[src/rtcc_pkg.sv]
`timescale 1ns / 1ps
// ----------------------------------------------------------------------------
// rtcc_pkg: shared types and constants for the RTC calendar counter
// Word layouts, counter limits, month lengths and weekday helper tables.
// ----------------------------------------------------------------------------
package rtcc_pkg;

	localparam logic [6:0] SEC_LIMIT   = 7'h3C;
	localparam logic [6:0] MIN_LIMIT   = 7'h3C;
	localparam logic [5:0] HOUR_LIMIT  = 6'h18;
	localparam logic [4:0] MONTH_LIMIT = 5'h0D;

	localparam logic REQ_TICK = 1'b0;
	localparam logic REQ_SET  = 1'b1;

	typedef struct packed {
		logic        req_type;
		logic [31:0] time_word;
	} rtcc_in_t;

	typedef struct packed {
		logic [5:0] out_year;
		logic [3:0] out_month;
		logic [4:0] out_day;
		logic [4:0] out_hour;
		logic [5:0] out_minute;
		logic [5:0] out_second;
		logic [2:0] out_weekday;
	} rtcc_out_t;

	// days in month; months outside 1..12 count 31
	function automatic logic [4:0] month_days(input logic [3:0] month, input logic leap);
		logic [4:0] d;
		d = 5'd31;
		case (month)
			4'd2:                       d = leap ? 5'd29 : 5'd28;
			4'd4, 4'd6, 4'd9, 4'd11:    d = 5'd30;
			default:                    d = 5'd31;
		endcase
		return d;
	endfunction

	// floor(26 * (m + 1) / 10) for m in 0..15
	function automatic logic [5:0] zeller_month_term(input logic [3:0] m);
		logic [5:0] t;
		t = 6'd0;
		case (m)
			4'd0:    t = 6'd2;
			4'd1:    t = 6'd5;
			4'd2:    t = 6'd7;
			4'd3:    t = 6'd10;
			4'd4:    t = 6'd13;
			4'd5:    t = 6'd15;
			4'd6:    t = 6'd18;
			4'd7:    t = 6'd20;
			4'd8:    t = 6'd23;
			4'd9:    t = 6'd26;
			4'd10:   t = 6'd28;
			4'd11:   t = 6'd31;
			4'd12:   t = 6'd33;
			4'd13:   t = 6'd36;
			4'd14:   t = 6'd39;
			default: t = 6'd41;
		endcase
		return t;
	endfunction

	// weekday 1..7 (Monday..Sunday) for year 2000+yr
	function automatic logic [2:0] weekday(input logic [5:0] yr, input logic [3:0] mon,
		input logic [4:0] day);
		logic       shift;
		logic [3:0] m;
		logic [6:0] y;
		logic       c_adj;
		logic [7:0] w;
		logic [4:0] f1;
		logic [3:0] f2;
		logic [2:0] r;
		shift = (mon == 4'd1) || (mon == 4'd2);
		m     = shift ? mon + 4'd12 : mon;
		c_adj = 1'b0;
		y     = {1'b0, yr};
		if (shift) begin
			if (yr == 6'd0) begin
				y     = 7'd99;
				c_adj = 1'b1;
			end else begin
				y = {1'b0, yr - 6'd1};
			end
		end
		// century 20 contributes 0 mod 7, century 19 contributes 1; -1 taken as +6
		w  = {1'b0, y} + {3'b0, y[6:2]} + {7'b0, c_adj} + {2'b0, zeller_month_term(m)}
			+ {3'b0, day} + 8'd6;
		f1 = {3'b0, w[7:6]} + {2'b0, w[5:3]} + {2'b0, w[2:0]};
		f2 = {2'b0, f1[4:3]} + {1'b0, f1[2:0]};
		r  = (f2 >= 4'd7) ? 3'(f2 - 4'd7) : f2[2:0];
		return (r == 3'd0) ? 3'd7 : r;
	endfunction

endpackage

[src/rtc_calendar_counter.sv]
`timescale 1ns / 1ps
// ----------------------------------------------------------------------------
// rtc_calendar_counter: calendar clock with weekday
// Ticks advance the time by one second with carries up to the year; set
// words load the whole date and time, but an all-zero set word changes
// nothing. Each word returns the new date, time and weekday.
// ----------------------------------------------------------------------------
//  channel | direction | handshake            | payload
//  in      | input     | in_valid / in_ready  | in_data  (rtcc_in_t)
//  out     | output    | out_valid / out_ready| out_data (rtcc_out_t)
//
//  From acceptance to result: an input register, then the carry chain and
//  weekday logic into the calendar registers, which are the result.
//  One word per cycle sustained while the output is not stalled. A stalled output holds both stages.
//  Reset loads 2021-03-01 09:30:00, Monday; no clearing pass.
// ----------------------------------------------------------------------------
module rtc_calendar_counter
	import rtcc_pkg::*;
(
	input  logic      clk,
	input  logic      arst_n,
	input  logic      in_valid,
	output logic      in_ready,
	input  rtcc_in_t  in_data,
	output logic      out_valid,
	input  logic      out_ready,
	output rtcc_out_t out_data
);

	logic       valid_s1;
	rtcc_in_t   data_s1;
	logic       adv;

	logic [5:0] year_q;
	logic [3:0] month_q;
	logic [4:0] day_q;
	logic [4:0] hour_q;
	logic [5:0] minute_q;
	logic [5:0] second_q;
	logic [2:0] weekday_q;
	logic       out_valid_q;

	logic [5:0] year_n;
	logic [3:0] month_n;
	logic [4:0] day_n;
	logic [4:0] hour_n;
	logic [5:0] minute_n;
	logic [5:0] second_n;
	logic       load;

	logic [6:0] sec_inc;
	logic [6:0] min_inc;
	logic [5:0] hour_inc;
	logic [5:0] day_inc;
	logic [4:0] month_inc;
	logic [4:0] limit;

	assign adv      = !out_valid_q || out_ready;
	assign in_ready = !valid_s1 || adv;

	always_ff @(posedge clk or negedge arst_n) begin
		if (!arst_n) begin
			valid_s1 <= 1'b0;
		end else if (in_ready) begin
			valid_s1 <= in_valid;
		end
	end

	always_ff @(posedge clk) begin
		if (in_ready && in_valid) begin
			data_s1 <= in_data;
		end
	end

	always_comb begin
		sec_inc   = {1'b0, second_q} + 7'd1;
		min_inc   = {1'b0, minute_q} + 7'd1;
		hour_inc  = {1'b0, hour_q} + 6'd1;
		day_inc   = {1'b0, day_q} + 6'd1;
		month_inc = {1'b0, month_q} + 5'd1;
		limit     = month_days(month_q, year_q[1:0] == 2'b00);

		year_n   = year_q;
		month_n  = month_q;
		day_n    = day_q;
		hour_n   = hour_q;
		minute_n = minute_q;
		second_n = second_q;
		load     = 1'b1;

		if (data_s1.req_type == REQ_TICK) begin
			if (sec_inc < SEC_LIMIT) begin
				second_n = sec_inc[5:0];
			end else begin
				second_n = 6'd0;
				if (min_inc < MIN_LIMIT) begin
					minute_n = min_inc[5:0];
				end else begin
					minute_n = 6'd0;
					if (hour_inc < HOUR_LIMIT) begin
						hour_n = hour_inc[4:0];
					end else begin
						hour_n = 5'd0;
						if (day_inc <= {1'b0, limit}) begin
							day_n = day_inc[4:0];
						end else begin
							day_n = 5'd1;
							if (month_inc < MONTH_LIMIT) begin
								month_n = month_inc[3:0];
							end else begin
								month_n = 4'd1;
								year_n  = year_q + 6'd1;
							end
						end
					end
				end
			end
		end else if (data_s1.time_word != 32'd0) begin
			year_n   = data_s1.time_word[31:26];
			month_n  = data_s1.time_word[25:22];
			day_n    = data_s1.time_word[21:17];
			hour_n   = data_s1.time_word[16:12];
			minute_n = data_s1.time_word[11:6];
			second_n = data_s1.time_word[5:0];
		end else begin
			load = 1'b0;
		end
	end

	always_ff @(posedge clk or negedge arst_n) begin
		if (!arst_n) begin
			year_q      <= 6'd21;
			month_q     <= 4'd3;
			day_q       <= 5'd1;
			hour_q      <= 5'd9;
			minute_q    <= 6'd30;
			second_q    <= 6'd0;
			weekday_q   <= 3'd1;
			out_valid_q <= 1'b0;
		end else if (adv) begin
			out_valid_q <= valid_s1;
			if (valid_s1 && load) begin
				year_q    <= year_n;
				month_q   <= month_n;
				day_q     <= day_n;
				hour_q    <= hour_n;
				minute_q  <= minute_n;
				second_q  <= second_n;
				weekday_q <= weekday(year_n, month_n, day_n);
			end
		end
	end

	assign out_valid           = out_valid_q;
	assign out_data.out_year    = year_q;
	assign out_data.out_month   = month_q;
	assign out_data.out_day     = day_q;
	assign out_data.out_hour    = hour_q;
	assign out_data.out_minute  = minute_q;
	assign out_data.out_second  = second_q;
	assign out_data.out_weekday = weekday_q;

endmodule
[config.mk]
export PLATFORM = sky130hd
export DESIGN_NAME = rtc_calendar_counter
export DESIGN_NICKNAME = d
export VERILOG_FILES = /design/src/rtcc_pkg.sv /design/src/rtc_calendar_counter.sv
export SDC_FILE = /design/constraint.sdc
export NUM_CORES = 1
export LEC_CHECK = 0
export BUFFER_PORTS_ARGS = -buffer_cell sky130_fd_sc_hd__buf_2
export CAP_MARGIN = 20
export CORE_ASPECT_RATIO = 1.25
export CORE_MARGIN = 5
export CORE_UTILIZATION = 55
export DETAILED_ROUTE_END_ITERATION = 12
export HOLD_SLACK_MARGIN = 0.03
export PLACE_DENSITY_LB_ADDON = 0.25
export SYNTH_ARGS = -nofsm -noshare
export SYNTH_HDL_FRONTEND = slang
export SYNTH_SLANG_ARGS = --single-unit
[constraint.sdc]
create_clock -name clk -period 12.7 [get_ports clk]
set_clock_uncertainty 0.1 [all_clocks]
set_input_delay 0 -clock clk [delete_from_list [all_inputs] [get_ports clk]]
set_output_delay 0 -clock clk [all_outputs]
set_load 0.01 [all_outputs]
After elaboration in Yosys (flattened, before gate mapping)
Memory sizes are Yosys's and may differ from the RTL's.
Index checks and enable logic that the tools add are counted.
W data, S select, Z words.
{"block": "totals", "output_inout_bits": 37, "wordCells": 110, "mem_count": 1, "ff_bits": 70, "mem_bits_ro": 96, "in_bits": 37}
{"block": "classes", "eq_ne": 10, "muxes": 49, "reduce_logical": 16, "addsub": 17, "magnitude_cmp": 6}
{"name": "(name not given)", "words": 16, "width": 6, "rd": 1, "rd_clocked_by_memory_dff": 0, "write_ports": 0, "line_no": "rtcc_pkg.sv:47", "text": "case (m)"}
{"operator": "$mux W6", "count": 16}
{"operator": "$mux W5", "count": 11}
{"operator": "$mux W4", "count": 8}
{"operator": "$reduce_bool A32 Y1", "count": 1}
{"operator": "$mux W7", "count": 4}
{"operator": "$add A6 B1 Y7 const B", "count": 2}
{"operator": "$lt A7 B6 Y1 const B", "count": 2}
{"operator": "$add A5 B1 Y6 const B", "count": 2}
{"operator": "$add A2 B3 Y4", "count": 2}
{"operator": "$add A7 B5 Y8", "count": 1}
{"operator": "$add A8 B1 Y8", "count": 1}
{"operator": "$add A8 B3 Y8 const B", "count": 1}
{"operator": "$add A8 B5 Y8", "count": 1}
{"operator": "$add A8 B6 Y8", "count": 1}
{"operator": "$eq A4 B2 Y1 const B", "count": 2}
{"operator": "$eq A4 B3 Y1 const B", "count": 2}
{"operator": "$eq A4 B4 Y1 const B", "count": 2}
{"operator": "$mux W1", "count": 7}
{"operator": "$add A6 B1 Y6 const B", "count": 1}
{"operator": "$le A6 B5 Y1", "count": 1}
{"operator": "$logic_not A6 Y1", "count": 1}
{"operator": "$lt A6 B5 Y1 const B", "count": 1}
{"operator": "$mux W3", "count": 2}
{"operator": "$sub A6 B1 Y6 const B", "count": 1}
{"operator": "20 further kinds", "count": 25}

Depth between registers and ports, before layout
{"block": "logic_depth", "depth_word": 26, "mapped_depth": 53, "ltp_nobuf": 51}

Worst setup path after synthesis
OpenSTA, ideal clock, no wires.
{"block": "synth_timing", "kind": "register to register", "startpoint": "register month_q[0]", "endpoint": "register weekday_q[2]", "setup_time_ns": 0.125, "t_required_ns": 12.475, "stages_incl_launch_ff": 50, "arrival_ns": 10.177, "n_path_buf": 2, "path_slack_ns": 2.298, "synth_period_minus_slack_ns": 10.402, "cell_sequence": "dfstp_2 > clkbuf_1 > inv_1 > ha_1 > o21ai_0 > o21ai_0 > o21ai_0 > ha_1 > nand2_1 > o211ai_1 > o211ai_1 > nand2_1 > or2_2 > a311oi_1 > inv_1 > ha_1 > o21a_1 > buf_2 > (+14 left out) > o21bai_1 > a21oi_1 > xnor2_1 > fa_1 > inv_1 > ha_1 > inv_1 > fa_1 > xnor2_1 > ha_1 > inv_1 > fa_1 > inv_1 > ha_1 > mux2_2 > o21ai_0 > o21ai_0 > mux2_2"}
{"block": "synth_via", "elab_chain_len": 26, "word_cells_on_any_way": 59, "cone_classes": "12 x add/sub; 3 x order compare; 7 x eq/ne; 32 x mux; 4 x reduce/logical; 1 x memory"}
{"element": "start, declared", "line_no": "rtc_calendar_counter.sv:35", "text": "logic [3:0] month_q;"}
{"element": "start signal, assigned", "line_no": "rtc_calendar_counter.sv:144", "text": "month_q <= month_n;"}
{"element": "$eq A4 B3 Y1 or $eq A4 B4 Y1 (tied branches)", "line_no": "rtcc_pkg.sv:35", "text": "case (month)"}
{"element": "$reduce_or A4 Y1", "line_no": "rtcc_pkg.sv:35"}
{"element": "$pmux W2 S2", "line_no": "rtcc_pkg.sv:35"}
{"element": "$le A6 B5 Y1", "line_no": "rtc_calendar_counter.sv:104", "text": "if (day_inc <= {1'b0, limit}) begin"}
{"element": "$mux W4 *", "line_no": "rtc_calendar_counter.sv:104"}
{"element": "$mux W4 *", "line_no": "rtc_calendar_counter.sv:100", "text": "if (hour_inc < HOUR_LIMIT) begin"}
{"element": "$mux W4 *", "line_no": "rtc_calendar_counter.sv:96", "text": "if (min_inc < MIN_LIMIT) begin"}
{"element": "$mux W4 *", "line_no": "rtc_calendar_counter.sv:92", "text": "if (sec_inc < SEC_LIMIT) begin"}
{"element": "(+1 left out)"}
{"element": "named net month_n[1]", "line_no": "rtc_calendar_counter.sv:44", "text": "logic [3:0] month_n;"}
{"element": "(+9 left out)"}
{"element": "$add A8 B3 Y8 *", "line_no": "rtcc_pkg.sv:93", "text": "+ {3'b0, day} + 8'd6;"}
{"element": "$add A2 B3 Y4", "line_no": "rtcc_pkg.sv:94", "text": "f1 = {3'b0, w[7:6]} + {2'b0, w[5:3]} + {2'b0, w[2:0]};"}
{"element": "$add A4 B3 Y5 *", "line_no": "rtcc_pkg.sv:94"}
{"element": "$add A2 B3 Y4 *", "line_no": "rtcc_pkg.sv:95", "text": "f2 = {2'b0, f1[4:3]} + {1'b0, f1[2:0]};"}
{"element": "$ge A4 B3 Y1 or $sub A3 B3 Y3 (tied branches)", "line_no": "rtcc_pkg.sv:96", "text": "r = (f2 >= 4'd7) ? 3'(f2 - 4'd7) : f2[2:0];"}
{"element": "$mux W3 *", "line_no": "rtcc_pkg.sv:96"}
{"element": "$logic_not A3 Y1", "line_no": "rtcc_pkg.sv:97", "text": "return (r == 3'd0) ? 3'd7 : r;"}
{"element": "$mux W3 *", "line_no": "rtcc_pkg.sv:97"}
{"element": "end signal, assigned", "line_no": "rtc_calendar_counter.sv:149", "text": "weekday_q <= weekday(year_n, month_n, day_n);"}
{"element": "end, declared", "line_no": "rtc_calendar_counter.sv:40", "text": "logic [2:0] weekday_q;"}
Mark *: on every way through the listed nets, which the timed path passes. The rest lies on a longest branch. The select of a mux whose other input is x is not followed.
A chain may end at the register's enable or synchronous reset.

Final worst setup path
{"block": "layout_timing", "startpoint": "register month_q[0]", "endpoint": "register weekday_q[2]"}
{"block": "layout_via", "elab_chain_len": 26, "word_cells_on_any_way": 59, "cone_classes": "12 x add/sub; 3 x order compare; 7 x eq/ne; 32 x mux; 4 x reduce/logical; 1 x memory"}
{"element": "$eq A4 B3 Y1 or $eq A4 B4 Y1 (tied branches)", "line_no": "rtcc_pkg.sv:35"}
{"element": "$reduce_or A4 Y1", "line_no": "rtcc_pkg.sv:35"}
{"element": "$pmux W2 S2", "line_no": "rtcc_pkg.sv:35"}
{"element": "$le A6 B5 Y1", "line_no": "rtc_calendar_counter.sv:104"}
{"element": "$mux W6 or $mux W4 (tied branches)", "line_no": "rtc_calendar_counter.sv:104"}
{"element": "$mux W6 or $mux W4 (tied branches)", "line_no": "rtc_calendar_counter.sv:100"}
{"element": "$mux W6 or $mux W4 (tied branches)", "line_no": "rtc_calendar_counter.sv:96"}
{"element": "$mux W6 or $mux W4 (tied branches)", "line_no": "rtc_calendar_counter.sv:92"}
{"element": "(+10 left out)"}
{"element": "$add A8 B3 Y8 *", "line_no": "rtcc_pkg.sv:93"}
{"element": "$add A2 B3 Y4", "line_no": "rtcc_pkg.sv:94"}
{"element": "$add A4 B3 Y5 *", "line_no": "rtcc_pkg.sv:94"}
{"element": "$add A2 B3 Y4 *", "line_no": "rtcc_pkg.sv:95"}
{"element": "$ge A4 B3 Y1 or $sub A3 B3 Y3 (tied branches)", "line_no": "rtcc_pkg.sv:96"}
{"element": "$mux W3 *", "line_no": "rtcc_pkg.sv:96"}
{"element": "$logic_not A3 Y1", "line_no": "rtcc_pkg.sv:97"}
{"element": "$mux W3 *", "line_no": "rtcc_pkg.sv:97"}
Every way passes the cells marked *; elsewhere a longest branch is shown, timed or not. The select of a mux whose other input is x is not followed.

==> impl_metrics.tcl <==
set metrics [dict create \
    finalSetupViolCount 0 \
    viasPerCell 5.88 \
    core_mm2 0.00922 \
    grt_usage_pct 24.4 \
    syn_to_final_growth_pct 22.2 \
    dp.cells 739 \
    gp_congestion 0.923 \
    slew_headroom_pct 40.0 \
    worstSetupPathType "reg -> reg" \
    layout_commonest_cell "buf_2" \
    drv_slew 0 \
    cts-buffers-inserted 9 \
    ys_ff_latch 70 \
    worstMarginPinSlew_ns 0.900 \
    die-area_mm2 0.0116 \
    required_ns 12.82 \
    cts_tree "built" \
    post_cts_buffers 0 \
    status "complete, no violations" \
    min_period_ns 11.30 \
    synth_area_mm2 0.00522 \
    finalNetCount 757 \
    grt_pass1_wl_um 22900 \
    routed_wl_um 13800 \
    drt_iter0_drc 448 \
    max_freq_ghz 0.0885 \
    slowest_delay_ns 0.67 \
    first_global_vias 4739 \
    r2r_start "month_q[0]" \
    worstSkewPairLatency_ns 0.34 \
    drv_cap 0 \
    min_path_type "in -> async" \
    slowest_stage "dfstp_2" \
    synth_warnings 0 \
    grt-ovfl-total 0 \
    crit_path_frequent_cell "ha_1" \
    synth_edf_count 33 \
    postSynthCellCount 558 \
    async_reset_ff_share_pct 52.9 \
    r2r-end "weekday_q[2]" \
    ant_nets 0 \
    die_w_um 97.1 \
    final_cell_mix "73 x buf_2, 60 x nand2_1, 49 x o21ai_0, 49 x inv_1, 41 x ha_1" \
    final_cell_count_no_fill 792 \
    port_buffers 73 \
    finalHoldViolCount 0 \
    cts-root-buf "clkbuf_16" \
    yosysUniqueCellTypes 71 \
    critical_path.max_fanout 14 \
    place.detailed.hpwl_um 9750 \
    clkSinkCount 70 \
    grt_antenna_before_repair 0 \
    ys_seq_area_share_pct 37.0 \
    rrSetupSlack_ns 1.40 \
    crit_arrival_ns 11.42 \
    drc 0 \
    firstDrtPassIters 5 \
    rows 39 \
    path_buf_inv 7 \
    rsz0062_at_grt "no" \
    worst_setup_path_start_kind "flop" \
    endpoint_kind "flop" \
    final.period_utilization_pct 89.0 \
    dr_total_vias 4656 \
    synth_flop_cell "edfxtp_1" \
    r2r_cells 48 \
    die_y_um 119 \
    drive_above_1_share_pct 18.8 \
    syn_avg_cell_area_um2 9.36 \
    synth_nets 651 \
    wl_per_cell_um 17.4 \
    crit_family "adder cells" \
    htreeDepth 3 \
    finalSetupTns_ns 0 \
    antenna-diode-count 0 \
    clk_pin_slew_ns 0.06 \
    grt_max_degree 47 \
    top_level_ports 74 \
    clk_path_buf_depth 2 \
    start_util_pct 56.6 \
]
synth_stat cells, types with 3 or more instances:
| master | n | area [um^2] |
|---|---|---|
| a21o_1 | 5 | 37.5 |
| a21oi_1 | 39 | 195 |
| a221oi_1 | 3 | 26.3 |
| a22o_1 | 4 | 35.0 |
| a22oi_1 | 7 | 52.6 |
| a31oi_1 | 3 | 18.8 |
| and2_1 | 4 | 25.0 |
| and3_1 | 3 | 18.8 |
| clkbuf_1 | 16 | 60.1 |
| dfrtp_1 | 24 | 601 |
| dfstp_2 | 13 | 342 |
| edfxtp_1 | 33 | 991 |
| fa_1 | 15 | 300 |
| ha_1 | 41 | 513 |
| inv_1 | 49 | 184 |
| mux2_2 | 4 | 45.0 |
| nand2_1 | 60 | 225 |
| nand2b_1 | 9 | 56.3 |
| nand3_1 | 15 | 75.1 |
| nand4_1 | 9 | 56.3 |
| nand4b_1 | 3 | 26.3 |
| nor2_1 | 34 | 128 |
| nor2b_1 | 3 | 18.8 |
| nor3_1 | 14 | 70.1 |
| nor4_1 | 11 | 68.8 |
| o211ai_1 | 4 | 30.0 |
| o21a_1 | 4 | 30.0 |
| o21ai_0 | 49 | 245 |
| o22ai_1 | 4 | 25.0 |
| o31ai_1 | 5 | 37.5 |
| or2_2 | 6 | 37.5 |
| or4_1 | 3 | 22.5 |
| xnor2_1 | 8 | 70.1 |
| xor2_1 | 8 | 70.1 |
per-layer routing:
metal  wire, um  global-route usage, %  up-vias
met2       7370                   45.2      176
met4        361                   8.43        0
met5          0                      0        -
met3        707                   4.74       31
li1           -                      -     2246
met1       5380                   27.9     2203
state kept, by name, indices dropped and copies added, names as in the netlist:
register	flops
year_q	6
day_q	5
minute_q	6
data_s1	33
hour_q	5
valid_s1	1
month_q	4
weekday_q	3
out_valid	1
second_q	6
worst max path at each step:
stage | from | endpoint | slack [ns] | cells past startpoint
5_1_grt | month_q[0] | weekday_q[2] | 0.43 | 47
2_1_floorplan | month_q[0] | weekday_q[2] | 2.30 | 49
3_5_place_dp | month_q[0] | weekday_q[2] | 1.46 | 46
4_1_cts | month_q[0] | weekday_q[2] | 1.41 | 46
6_report | month_q[0] | weekday_q[2] | 1.40 | 48
3_3_place_gp | month_q[0] | weekday_q[2] | 1.99 | 46
kinds of logic after synthesis:
group                    count (synthesis)  share of synthesized area [%]
adder cells (fa/ha/maj)                 56                           15.6
flip-flops                              70                           37.0
buffers and inverters                   68                           4.94
AND/OR/NAND/NOR                        187                           18.3
multiplexers                             7                           1.75
AO/OA/AOI/OAI                          153                           19.2
XOR/XNOR                                17                           3.21
per-stage QoR:
stage | setup WS (ns) | utilization [%] | cell area, um^2 | hold WS [ns]
2_1_floorplan | 2.30 | - | 5220 | -0.396
3_3_place_gp | 1.99 | 61.8 | 5700 | 0.0761
3_5_place_dp | 1.46 | 61.8 | 5700 | 0.0675
4_1_cts | 1.41 | 69.2 | 6380 | 0.246
5_1_grt | 0.430 | 69.2 | 6380 | 0.274
6_report | 1.40 | 69.2 | 6380 | 0.239
layout make-up:
class	count	area, um^2
Clock buffer	10	229
Clock inverter	6	86.3
Fill cell	694	2840
Inverter	49	184
Multi-Input combinational cell	420	3030
Sequential cell	70	1930
Tap cell	123	154
Timing Repair Buffer	114	766
timing repair:
| item | in CTS | in global routing |
|---|---|---|
| hold buffers | 37 | 0 |
| gates resized for setup | 0 | 0 |
| setup endpoints to repair | 0 | 0 |
| endpoints found under the hold margin | 59 | 0 |
Power is left out: the tool's default activity adds up to more than one toggle a clock period on the data nets, which glitch-free logic cannot reach.
